[config.mk]
export PLATFORM = sky130hd
export DESIGN_NAME = sequenced_usage_status_register_core_flat
export DESIGN_NICKNAME = d
export VERILOG_FILES = /design/src/sus_pkg.sv /design/src/sus_req_if.sv /design/src/sus_rsp_if.sv /design/src/sus_report.sv /design/src/sequenced_usage_status_register_core.sv /design/src/flat_wrapper.sv
export SDC_FILE = /design/constraint.sdc
export NUM_CORES = 2
export LEC_CHECK = 0
export BUFFER_PORTS_ARGS = -buffer_cell sky130_fd_sc_hd__buf_2
export CORE_MARGIN = 4
export CORE_UTILIZATION = 60
export DETAILED_ROUTE_END_ITERATION = 10
export PLACE_DENSITY = 0.78
export SYNTH_ARGS = -nofsm -noshare
export SYNTH_HDL_FRONTEND = slang
export SYNTH_SLANG_ARGS = --single-unit
[constraint.sdc]
create_clock -name i_clk -period 13.1 [get_ports i_clk]
set_input_delay 1.965 -clock i_clk [delete_from_list [all_inputs] [get_ports i_clk]]
set_output_delay 1.965 -clock i_clk [all_outputs]
set_load 0.1 [all_outputs]
[src/sus_pkg.sv]
`default_nettype none

package sus_pkg;

    localparam int unsigned WORD_W = 32;
    localparam int unsigned BP_W = 14;
    localparam int unsigned CRED_W = 7;
    localparam int unsigned ACT_W = 2;
    localparam int unsigned CFG_IDX_W = 1;

    localparam logic [ACT_W-1:0] ACT_LINK = 2'd0;
    localparam logic [ACT_W-1:0] ACT_NET = 2'd1;
    localparam logic [ACT_W-1:0] ACT_QUERY = 2'd2;

    localparam logic [CFG_IDX_W-1:0] CFG_STALE_AFTER = 1'd0;
    localparam logic [CFG_IDX_W-1:0] CFG_UNAVAIL_AFTER = 1'd1;

    localparam logic [WORD_W-1:0] STALE_AFTER_RST = 32'd30000;
    localparam logic [WORD_W-1:0] UNAVAIL_AFTER_RST = 32'd600000;

    localparam logic [BP_W-1:0] MAX_REMAINING_BP = 14'd10000;
    localparam logic [CRED_W-1:0] MAX_CREDITS = 7'd99;

    // floor(x / 1000) == (x * ceil(2^38 / 1000)) >> 38 for every 32-bit x
    localparam int unsigned MS_PER_S = 1000;
    localparam int unsigned DIV_MULT_W = 29;
    localparam int unsigned DIV_SHIFT = 38;
    localparam logic [DIV_MULT_W-1:0] DIV_MULT = 29'd274877907;
    localparam int unsigned PROD_W = WORD_W + DIV_MULT_W;
    localparam int unsigned ELAPSED_W = PROD_W - DIV_SHIFT;

    typedef struct packed {
        logic [WORD_W-1:0] last_sequence;
        logic [BP_W-1:0]   remaining;
        logic [WORD_W-1:0] quota_reset;
        logic [WORD_W-1:0] capture_epoch;
        logic [CRED_W-1:0] credits;
        logic [WORD_W-1:0] received_at;
        logic              has_data;
        logic [WORD_W-1:0] revision;
    } t_state;

    typedef struct packed {
        logic [ACT_W-1:0]  action;
        logic [WORD_W-1:0] seq_number;
        logic [BP_W-1:0]   remaining_bp;
        logic [WORD_W-1:0] reset_time_s;
        logic [WORD_W-1:0] capture_time_s;
        logic [CRED_W-1:0] credit_count;
        logic [WORD_W-1:0] time_ms;
    } t_report;

endpackage

`default_nettype wire

[src/sus_req_if.sv]
`default_nettype none

interface sus_req_if;
    import sus_pkg::*;

    logic              valid;
    logic              ready;
    logic [ACT_W-1:0]  action;
    logic [WORD_W-1:0] seq_number;
    logic [BP_W-1:0]   remaining_bp;
    logic [WORD_W-1:0] reset_time_s;
    logic [WORD_W-1:0] capture_time_s;
    logic [CRED_W-1:0] credit_count;
    logic [WORD_W-1:0] time_ms;

    modport source (
        output valid, action, seq_number, remaining_bp, reset_time_s,
               capture_time_s, credit_count, time_ms,
        input  ready
    );

    modport sink (
        input  valid, action, seq_number, remaining_bp, reset_time_s,
               capture_time_s, credit_count, time_ms,
        output ready
    );
endinterface

`default_nettype wire

[src/sus_rsp_if.sv]
`default_nettype none

interface sus_rsp_if;
    import sus_pkg::*;

    logic              valid;
    logic              ready;
    logic              accepted;
    logic              online;
    logic              usage_available;
    logic              usage_stale;
    logic              reset_available;
    logic [WORD_W-1:0] reset_seconds;
    logic [BP_W-1:0]   remaining_out;
    logic [CRED_W-1:0] credits_out;
    logic [WORD_W-1:0] revision_out;
    logic [WORD_W-1:0] last_seq_out;

    modport source (
        output valid, accepted, online, usage_available, usage_stale,
               reset_available, reset_seconds, remaining_out, credits_out,
               revision_out, last_seq_out,
        input  ready
    );

    modport sink (
        input  valid, accepted, online, usage_available, usage_stale,
               reset_available, reset_seconds, remaining_out, credits_out,
               revision_out, last_seq_out,
        output ready
    );
endinterface

`default_nettype wire

[src/sus_report.sv]
`default_nettype none

module sus_report (
    input  wire sus_pkg::t_report i_rep,
    input  wire sus_pkg::t_state  i_state,
    output logic                  o_accepted,
    output sus_pkg::t_state       o_state
);
    import sus_pkg::*;

    logic              is_link;
    logic              is_net;
    logic              fields_ok;
    logic [WORD_W-1:0] seq_diff;
    logic              newer;
    logic              ok;
    logic              store;

    assign is_link = (i_rep.action == ACT_LINK);
    assign is_net = (i_rep.action == ACT_NET);

    assign fields_ok = (i_rep.remaining_bp <= MAX_REMAINING_BP)
                    && (i_rep.capture_time_s != '0)
                    && (i_rep.credit_count <= MAX_CREDITS)
                    && !(is_link && (i_rep.seq_number == '0));

    // serial compare: ahead by 1 .. 2^31-1, or nothing seen yet
    assign seq_diff = i_rep.seq_number - i_state.last_sequence;
    assign newer = (i_state.last_sequence == '0)
                || ((seq_diff != '0) && !seq_diff[WORD_W-1]);

    assign ok = (is_link || is_net) && fields_ok && (is_net || newer);
    assign store = ok && !(i_rep.capture_time_s < i_state.capture_epoch);
    assign o_accepted = ok;

    always_comb begin
        o_state = i_state;
        if (ok && is_link) begin
            o_state.last_sequence = i_rep.seq_number;
        end
        if (store) begin
            o_state.remaining = i_rep.remaining_bp;
            o_state.quota_reset = i_rep.reset_time_s;
            o_state.capture_epoch = i_rep.capture_time_s;
            o_state.credits = i_rep.credit_count;
            o_state.received_at = i_rep.time_ms;
            o_state.has_data = 1'b1;
            o_state.revision = i_state.revision + 1'b1;
        end
    end
endmodule

`default_nettype wire

[src/sequenced_usage_status_register_core.sv]
`default_nettype none

// channel   dir  modport  payload
// i_req     in   sink     action, seq_number, remaining_bp, reset/capture epochs,
//                         credit_count, time_ms
// o_rsp     out  source   flags, reset_seconds, stored fields, revision, last seq
// i_cfg_*   in   -        write enable, register index, 32-bit data
//
// five register stages: input, state update, age and limits, divide by 1000
// by reciprocal multiply, result; one beat per cycle while the output is not stalled.
// the stored report updates when a beat leaves the input stage, so the next
// beat sees it at once. each stage holds while the one after it is full and
// stalled; synchronous reset empties the pipe and restores state and limits.

module sequenced_usage_status_register_core (
    input  wire                           i_clk,
    input  wire                           i_rst_n,
    input  wire                           i_cfg_we,
    input  wire [sus_pkg::CFG_IDX_W-1:0]  i_cfg_idx,
    input  wire [sus_pkg::WORD_W-1:0]     i_cfg_data,
    sus_req_if.sink                       i_req,
    sus_rsp_if.source                     o_rsp
);
    import sus_pkg::*;

    logic [WORD_W-1:0] r_stale_after;
    logic [WORD_W-1:0] r_unavail_after;

    t_state  r_state;
    t_state  n_state;
    t_report n_rep;
    logic    n_accepted;

    logic r1_valid, r2_valid, r3_valid, r4_valid, r5_valid;
    logic rdy1, rdy2, rdy3, rdy4, rdy5;

    assign rdy5 = !r5_valid || o_rsp.ready;
    assign rdy4 = !r4_valid || rdy5;
    assign rdy3 = !r3_valid || rdy4;
    assign rdy2 = !r2_valid || rdy3;
    assign rdy1 = !r1_valid || rdy2;
    assign i_req.ready = rdy1;

    // stage 1: input
    t_report r1_rep;

    always_ff @(posedge i_clk) begin
        if (rdy1) begin
            r1_rep <= '{i_req.action, i_req.seq_number, i_req.remaining_bp,
                        i_req.reset_time_s, i_req.capture_time_s,
                        i_req.credit_count, i_req.time_ms};
        end
    end

    assign n_rep = r1_rep;

    sus_report u_report (
        .i_rep      (n_rep),
        .i_state    (r_state),
        .o_accepted (n_accepted),
        .o_state    (n_state)
    );

    // stage 2: state after this beat
    logic              r2_acc;
    logic [WORD_W-1:0] r2_now;
    t_state            r2_st;

    always_ff @(posedge i_clk) begin
        if (rdy2) begin
            r2_acc <= n_accepted;
            r2_now <= r1_rep.time_ms;
            r2_st  <= n_state;
        end
    end

    // stage 3: age and limits
    logic [WORD_W-1:0] n3_age;
    logic              r3_acc, r3_online, r3_avail, r3_over, r3_rgt;
    logic [WORD_W-1:0] r3_age, r3_initial;
    logic [BP_W-1:0]   r3_rem;
    logic [CRED_W-1:0] r3_cred;
    logic [WORD_W-1:0] r3_rev, r3_seq;

    assign n3_age = r2_st.has_data ? (r2_now - r2_st.received_at) : '1;

    always_ff @(posedge i_clk) begin
        if (rdy3) begin
            r3_acc     <= r2_acc;
            r3_age     <= n3_age;
            r3_online  <= r2_st.has_data && (n3_age <= r_stale_after);
            r3_avail   <= r2_st.has_data && (n3_age <= r_unavail_after);
            r3_over    <= (n3_age > r_stale_after);
            r3_rgt     <= (r2_st.quota_reset > r2_st.capture_epoch);
            r3_initial <= r2_st.quota_reset - r2_st.capture_epoch;
            r3_rem     <= r2_st.remaining;
            r3_cred    <= r2_st.credits;
            r3_rev     <= r2_st.revision;
            r3_seq     <= r2_st.last_sequence;
        end
    end

    // stage 4: whole seconds of age
    logic [PROD_W-1:0]    n4_prod;
    logic [ELAPSED_W-1:0] r4_elapsed;
    logic                 r4_acc, r4_online, r4_avail, r4_over, r4_rgt;
    logic [WORD_W-1:0]    r4_initial;
    logic [BP_W-1:0]      r4_rem;
    logic [CRED_W-1:0]    r4_cred;
    logic [WORD_W-1:0]    r4_rev, r4_seq;

    assign n4_prod = PROD_W'(r3_age) * PROD_W'(DIV_MULT);

    always_ff @(posedge i_clk) begin
        if (rdy4) begin
            r4_elapsed <= n4_prod[DIV_SHIFT +: ELAPSED_W];
            r4_acc     <= r3_acc;
            r4_online  <= r3_online;
            r4_avail   <= r3_avail;
            r4_over    <= r3_over;
            r4_rgt     <= r3_rgt;
            r4_initial <= r3_initial;
            r4_rem     <= r3_rem;
            r4_cred    <= r3_cred;
            r4_rev     <= r3_rev;
            r4_seq     <= r3_seq;
        end
    end

    // stage 5: countdown and result
    logic              n5_rok;
    logic [WORD_W-1:0] n5_elapsed;
    logic [WORD_W-1:0] n5_secs;
    logic              n5_stale;

    logic              r5_acc, r5_online, r5_avail, r5_stale, r5_rok;
    logic [WORD_W-1:0] r5_secs;
    logic [BP_W-1:0]   r5_rem;
    logic [CRED_W-1:0] r5_cred;
    logic [WORD_W-1:0] r5_rev, r5_seq;

    assign n5_rok = r4_avail && r4_rgt;
    assign n5_elapsed = WORD_W'(r4_elapsed);
    assign n5_secs = (n5_rok && (n5_elapsed < r4_initial))
                   ? (r4_initial - n5_elapsed) : '0;
    assign n5_stale = (r4_avail && r4_over)
                   || (n5_rok && (n5_secs == '0) && r4_over);

    always_ff @(posedge i_clk) begin
        if (rdy5) begin
            r5_acc    <= r4_acc;
            r5_online <= r4_online;
            r5_avail  <= r4_avail;
            r5_stale  <= n5_stale;
            r5_rok    <= n5_rok;
            r5_secs   <= n5_secs;
            r5_rem    <= r4_rem;
            r5_cred   <= r4_cred;
            r5_rev    <= r4_rev;
            r5_seq    <= r4_seq;
        end
    end

    assign o_rsp.valid           = r5_valid;
    assign o_rsp.accepted        = r5_acc;
    assign o_rsp.online          = r5_online;
    assign o_rsp.usage_available = r5_avail;
    assign o_rsp.usage_stale     = r5_stale;
    assign o_rsp.reset_available = r5_rok;
    assign o_rsp.reset_seconds   = r5_secs;
    assign o_rsp.remaining_out   = r5_rem;
    assign o_rsp.credits_out     = r5_cred;
    assign o_rsp.revision_out    = r5_rev;
    assign o_rsp.last_seq_out    = r5_seq;

    // control, state and limits
    always_ff @(posedge i_clk) begin
        if (!i_rst_n) begin
            r1_valid        <= 1'b0;
            r2_valid        <= 1'b0;
            r3_valid        <= 1'b0;
            r4_valid        <= 1'b0;
            r5_valid        <= 1'b0;
            r_state         <= '0;
            r_stale_after   <= STALE_AFTER_RST;
            r_unavail_after <= UNAVAIL_AFTER_RST;
        end else begin
            if (rdy1) r1_valid <= i_req.valid;
            if (rdy2) r2_valid <= r1_valid;
            if (rdy3) r3_valid <= r2_valid;
            if (rdy4) r4_valid <= r3_valid;
            if (rdy5) r5_valid <= r4_valid;
            if (r1_valid && rdy2) begin
                r_state <= n_state;
            end
            if (i_cfg_we) begin
                case (i_cfg_idx)
                    CFG_STALE_AFTER:   r_stale_after <= i_cfg_data;
                    CFG_UNAVAIL_AFTER: r_unavail_after <= i_cfg_data;
                    default: ;
                endcase
            end
        end
    end
endmodule

`default_nettype wire

[src/flat_wrapper.sv]
// flat-port wrapper written by rule: the top's interface ports become plain ports
module sequenced_usage_status_register_core_flat import sus_pkg::*;
  (i_clk, i_rst_n, i_cfg_we, i_cfg_idx, i_cfg_data, i_req_valid, i_req_action, i_req_seq_number, i_req_remaining_bp, i_req_reset_time_s, i_req_capture_time_s, i_req_credit_count, i_req_time_ms, i_req_ready, o_rsp_valid, o_rsp_accepted, o_rsp_online, o_rsp_usage_available, o_rsp_usage_stale, o_rsp_reset_available, o_rsp_reset_seconds, o_rsp_remaining_out, o_rsp_credits_out, o_rsp_revision_out, o_rsp_last_seq_out, o_rsp_ready);
  sus_req_if i_req_i ();
  sus_rsp_if o_rsp_i ();
  input  wire i_clk;
  input  wire i_rst_n;
  input  wire i_cfg_we;
  input  wire [sus_pkg::CFG_IDX_W-1:0] i_cfg_idx;
  input  wire [sus_pkg::WORD_W-1:0] i_cfg_data;
  input wire logic [$bits(i_req_i.valid)-1:0] i_req_valid;
  input wire logic [$bits(i_req_i.action)-1:0] i_req_action;
  input wire logic [$bits(i_req_i.seq_number)-1:0] i_req_seq_number;
  input wire logic [$bits(i_req_i.remaining_bp)-1:0] i_req_remaining_bp;
  input wire logic [$bits(i_req_i.reset_time_s)-1:0] i_req_reset_time_s;
  input wire logic [$bits(i_req_i.capture_time_s)-1:0] i_req_capture_time_s;
  input wire logic [$bits(i_req_i.credit_count)-1:0] i_req_credit_count;
  input wire logic [$bits(i_req_i.time_ms)-1:0] i_req_time_ms;
  output wire logic [$bits(i_req_i.ready)-1:0] i_req_ready;
  output wire logic [$bits(o_rsp_i.valid)-1:0] o_rsp_valid;
  output wire logic [$bits(o_rsp_i.accepted)-1:0] o_rsp_accepted;
  output wire logic [$bits(o_rsp_i.online)-1:0] o_rsp_online;
  output wire logic [$bits(o_rsp_i.usage_available)-1:0] o_rsp_usage_available;
  output wire logic [$bits(o_rsp_i.usage_stale)-1:0] o_rsp_usage_stale;
  output wire logic [$bits(o_rsp_i.reset_available)-1:0] o_rsp_reset_available;
  output wire logic [$bits(o_rsp_i.reset_seconds)-1:0] o_rsp_reset_seconds;
  output wire logic [$bits(o_rsp_i.remaining_out)-1:0] o_rsp_remaining_out;
  output wire logic [$bits(o_rsp_i.credits_out)-1:0] o_rsp_credits_out;
  output wire logic [$bits(o_rsp_i.revision_out)-1:0] o_rsp_revision_out;
  output wire logic [$bits(o_rsp_i.last_seq_out)-1:0] o_rsp_last_seq_out;
  input wire logic [$bits(o_rsp_i.ready)-1:0] o_rsp_ready;
  assign i_req_i.valid = i_req_valid;
  assign i_req_i.action = i_req_action;
  assign i_req_i.seq_number = i_req_seq_number;
  assign i_req_i.remaining_bp = i_req_remaining_bp;
  assign i_req_i.reset_time_s = i_req_reset_time_s;
  assign i_req_i.capture_time_s = i_req_capture_time_s;
  assign i_req_i.credit_count = i_req_credit_count;
  assign i_req_i.time_ms = i_req_time_ms;
  assign i_req_ready = i_req_i.ready;
  assign o_rsp_valid = o_rsp_i.valid;
  assign o_rsp_accepted = o_rsp_i.accepted;
  assign o_rsp_online = o_rsp_i.online;
  assign o_rsp_usage_available = o_rsp_i.usage_available;
  assign o_rsp_usage_stale = o_rsp_i.usage_stale;
  assign o_rsp_reset_available = o_rsp_i.reset_available;
  assign o_rsp_reset_seconds = o_rsp_i.reset_seconds;
  assign o_rsp_remaining_out = o_rsp_i.remaining_out;
  assign o_rsp_credits_out = o_rsp_i.credits_out;
  assign o_rsp_revision_out = o_rsp_i.revision_out;
  assign o_rsp_last_seq_out = o_rsp_i.last_seq_out;
  assign o_rsp_i.ready = o_rsp_ready;
  sequenced_usage_status_register_core u_core (.i_clk(i_clk), .i_rst_n(i_rst_n), .i_cfg_we(i_cfg_we), .i_cfg_idx(i_cfg_idx), .i_cfg_data(i_cfg_data), .i_req(i_req_i), .o_rsp(o_rsp_i));
endmodule
==> summary.txt <==
Run status
  – Status: complete, no violations

Worst setup path
  – Crit path capture type: flip-flop
  – Crit Path Max Fanout: 11
  – Startpoint class of the critical path: flip-flop
  – CP Data Required Time: 13.53 ns
  – Crit-path max cell delay: 0.79 ns
  – CP most frequent cell: fa_1
  – Crit-path slowest cell: edfxtp_1
  – Type of the worst setup path: flip-flop to flip-flop
  – Worst EP arrival: 8.22 ns

Drt
  – Total iterations of the first detailed-routing run: 5
  – Met2 WL post-DR: 62.9 mm
  – Post-route ant nets: 0
  – Met3 wire len: 8.12 mm
  – Via/cell ratio: 5.57
  – Metal-1 WL: 58.0 mm
  – DRC Markers: 0
  – Routed via count: 36,582
  – Initial DRC Count: 2,583
  – Final Routed Wirelength: 134 mm
  – DR top layer: met5
  – Per-cell routed wire length: 20.4 microns

Timing
  – Final setup TNS: 0 ns
  – # setup viols final: 0
  – Slew Viols, Final: 0
  – Setup Skew: 0.0430 ns
  – Final Hold Fails: 0
  – Worst slew pin tran: 1.12 ns
  – Tcrit/Tclk final: 59.5%
  – RSZ-0062 raised after global routing: no
  – Post-layout min period: 7.79 ns
  – Maximum clock frequency: 0.128 GHz
  – Slew HR: 24.3%

Floorplan
  – Die height: 320 microns
  – Rows: 114
  – Initial Utilization: 60.3%
  – I/O pins: 313
  – Die width: 320 microns
  – Core footprint: 96,600 sq um
  – Full die area: 102,000 sq um

Clock network
  – CTS tree: done
  – CTS clk-pin slew, worst paths: 0.06 ns
  – Sink Count: 1,038
  – CTS resizes: 0
  – Post-CTS setup buffer count: 0
  – CTS buffer count: 100
  – H-tree levels: 3
  – Clk Latency, worst-skew pair: 0.69 ns
  – Clk buf depth: 3
  – Hold buffers post-CTS: 0
  – Clk root buf: clkbuf_16

Logic synthesis
  – Syn_nets: 5,971
  – Top FF cell, synth: edfxtp_1
  – Yosys cell types: 78
  – Post-synth EDFFs: 787
  – Post-Syn Area: 58,300 sq um
  – Register area share after synthesis: 49.2%
  – Yosys warns: 0
  – Synth Register Bits: 1,038
  – Avg Cell Area, Syn: 11.9 sq um
  – Post-synth ARST share: 0%
  – Syn Inst Count: 4,879

Place
  – Routability cong.: 0.905
  – PortBufs: 312
  – Hpwl dp: 101 mm

Global routing
  – Largest net degree at the start of global routing: 105
  – Initial antenna violation count: 23
  – Congestion Overflow GR: 0
  – Vias in the first global route: 36,991
  – Total GRT Usage: 26.1%
  – First-pass GRT wire length: 208 mm

Cells and area
  – Layout Nets: 6,284
  – Area Overhead vs Synth: 10.5%
  – Share of layout cells above drive strength 1: 11.0%

Worst hold path
  – Hold WC Path Type: flip-flop to flip-flop

Job
  – Max-cap violations: 0
==> cells in the mapped netlist, types with 6 or more instances <==
cell	instances	area, sq um
nor3_1	33	165
a41oi_1	7	61.3
o21bai_1	17	128
mux2_2	63	709
or2_2	7	43.8
inv_1	775	2910
or3_1	17	106
o31ai_1	8	60.1
buf_2	25	125
nand3b_1	6	45.0
edfxtp_1	787	23600
and3_1	30	188
buf_6	12	135
nor2_1	300	1130
o21ai_0	168	841
mux2_1	25	282
nand2b_1	59	369
dfxtp_1	251	5020
mux2i_1	169	1690
xnor2_1	91	797
nor4_1	41	257
o211ai_1	25	188
fa_1	302	6050
a31oi_1	11	68.8
and2_1	8	50.1
a2111oi_0	7	61.3
a21oi_1	199	996
ha_1	601	7520
a211oi_1	18	135
nor2b_1	37	231
xor2_1	53	464
a21o_1	65	488
nand4_1	59	369
clkbuf_1	82	308
nand2_1	331	1240
o21a_1	34	255
nand3_1	58	290
==> critical path: cells and delay by family (launching register included) <==
family                     cells  cell delay [ns]
buffers and inverters          4             0.19
adders and majority gates      9             4.00
DFF                            1             0.79
and+or+nand+nor                2             0.20
AOI/OAI and AO/OA             10             2.34
==> area by class of cell <==
class / count / area (sq um)
Fill cell: 7027 / 32200
Sequential cell: 1038 / 28700
Multi-Input combinational cell: 2942 / 26200
Inverter: 775 / 2930
Clock buffer: 150 / 2850
Timing Repair Buffer: 335 / 1750
Tap cell: 1276 / 1600
Clock inverter: 37 / 402
Antenna cell: 13 / 32.5
==> metrics by stage <==
stage	hold WS (ns)	cell area [sq um]	utilization, %	instances	worst slack (ns)
after floorplan	0.400	58300	-	4879	1.29
after global placement	0.400	61100	63.3	6366	5.33
after detailed placement	0.405	61100	63.3	6366	5.25
after CTS	0.397	64400	66.6	6553	5.25
after global routing	0.397	64400	66.6	6555	4.82
final	0.401	64400	66.7	6566	5.31
==> metal layers <==
layer | up-vias | GRT usage, %
met5 | - | 0
met4 | 20 | 8.55
met3 | 238 | 4.83
met2 | 941 | 42.3
met1 | 17922 | 36.1
li1 | 17461 | -
==> kinds of logic (layout without fill, tap and decap cells) <==
family	count (synthesis)	in the layout	synth area share [%]
AOI/OAI and AO/OA	628	628	6.71
other	0	13	0
xor gates and xnor gates	144	144	2.16
and+or+nand+nor	1010	1010	8.06
buffers and inverters	899	1297	6.00
muxes	257	257	4.60
DFF	1038	1038	49.2
adders and majority gates	903	903	23.3
==> layout by cell type (no fill, tap or decap), types with 58 or more instances in the layout <==
cell       synthesis  final
a21o_1            65     65
a21oi_1          199    199
buf_2             25    312
clkbuf_16          0    101
dfxtp_1          251    251
edfxtp_1         787    787
fa_1             302    302
ha_1             601    601
inv_1            775    771
mux2_2            63     63
mux2i_1          169    169
nand2_1          331    329
nand2b_1          59     59
nand3_1           58     58
nand4_1           59     59
nor2_1           300    299
o21ai_0          168    168
xnor2_1           91     91
==> path summary, 6_finish.rpt <==
path / startpoint / end / slack [ns] / cells past startpoint
setup / recovery: u_core.r3_age[9]$_DFFE_PP_ / u_core.r4_elapsed[20]$_DFFE_PP_ / 5.31 / 25
hold / removal: u_core.r4_rem[5]$_DFFE_PP_ / u_core.o_rsp.remaining_out[5]$_DFFE_PP_ / 0.40 / 0
setup reg to reg: u_core.r3_age[9]$_DFFE_PP_ / u_core.r4_elapsed[20]$_DFFE_PP_ / 5.31 / 25
hold reg to reg: u_core.r4_rem[5]$_DFFE_PP_ / u_core.o_rsp.remaining_out[5]$_DFFE_PP_ / 0.40 / 0
Power is left out: the tool's default activity adds up to more than one toggle a clock period on the data nets, which glitch-free logic cannot reach.
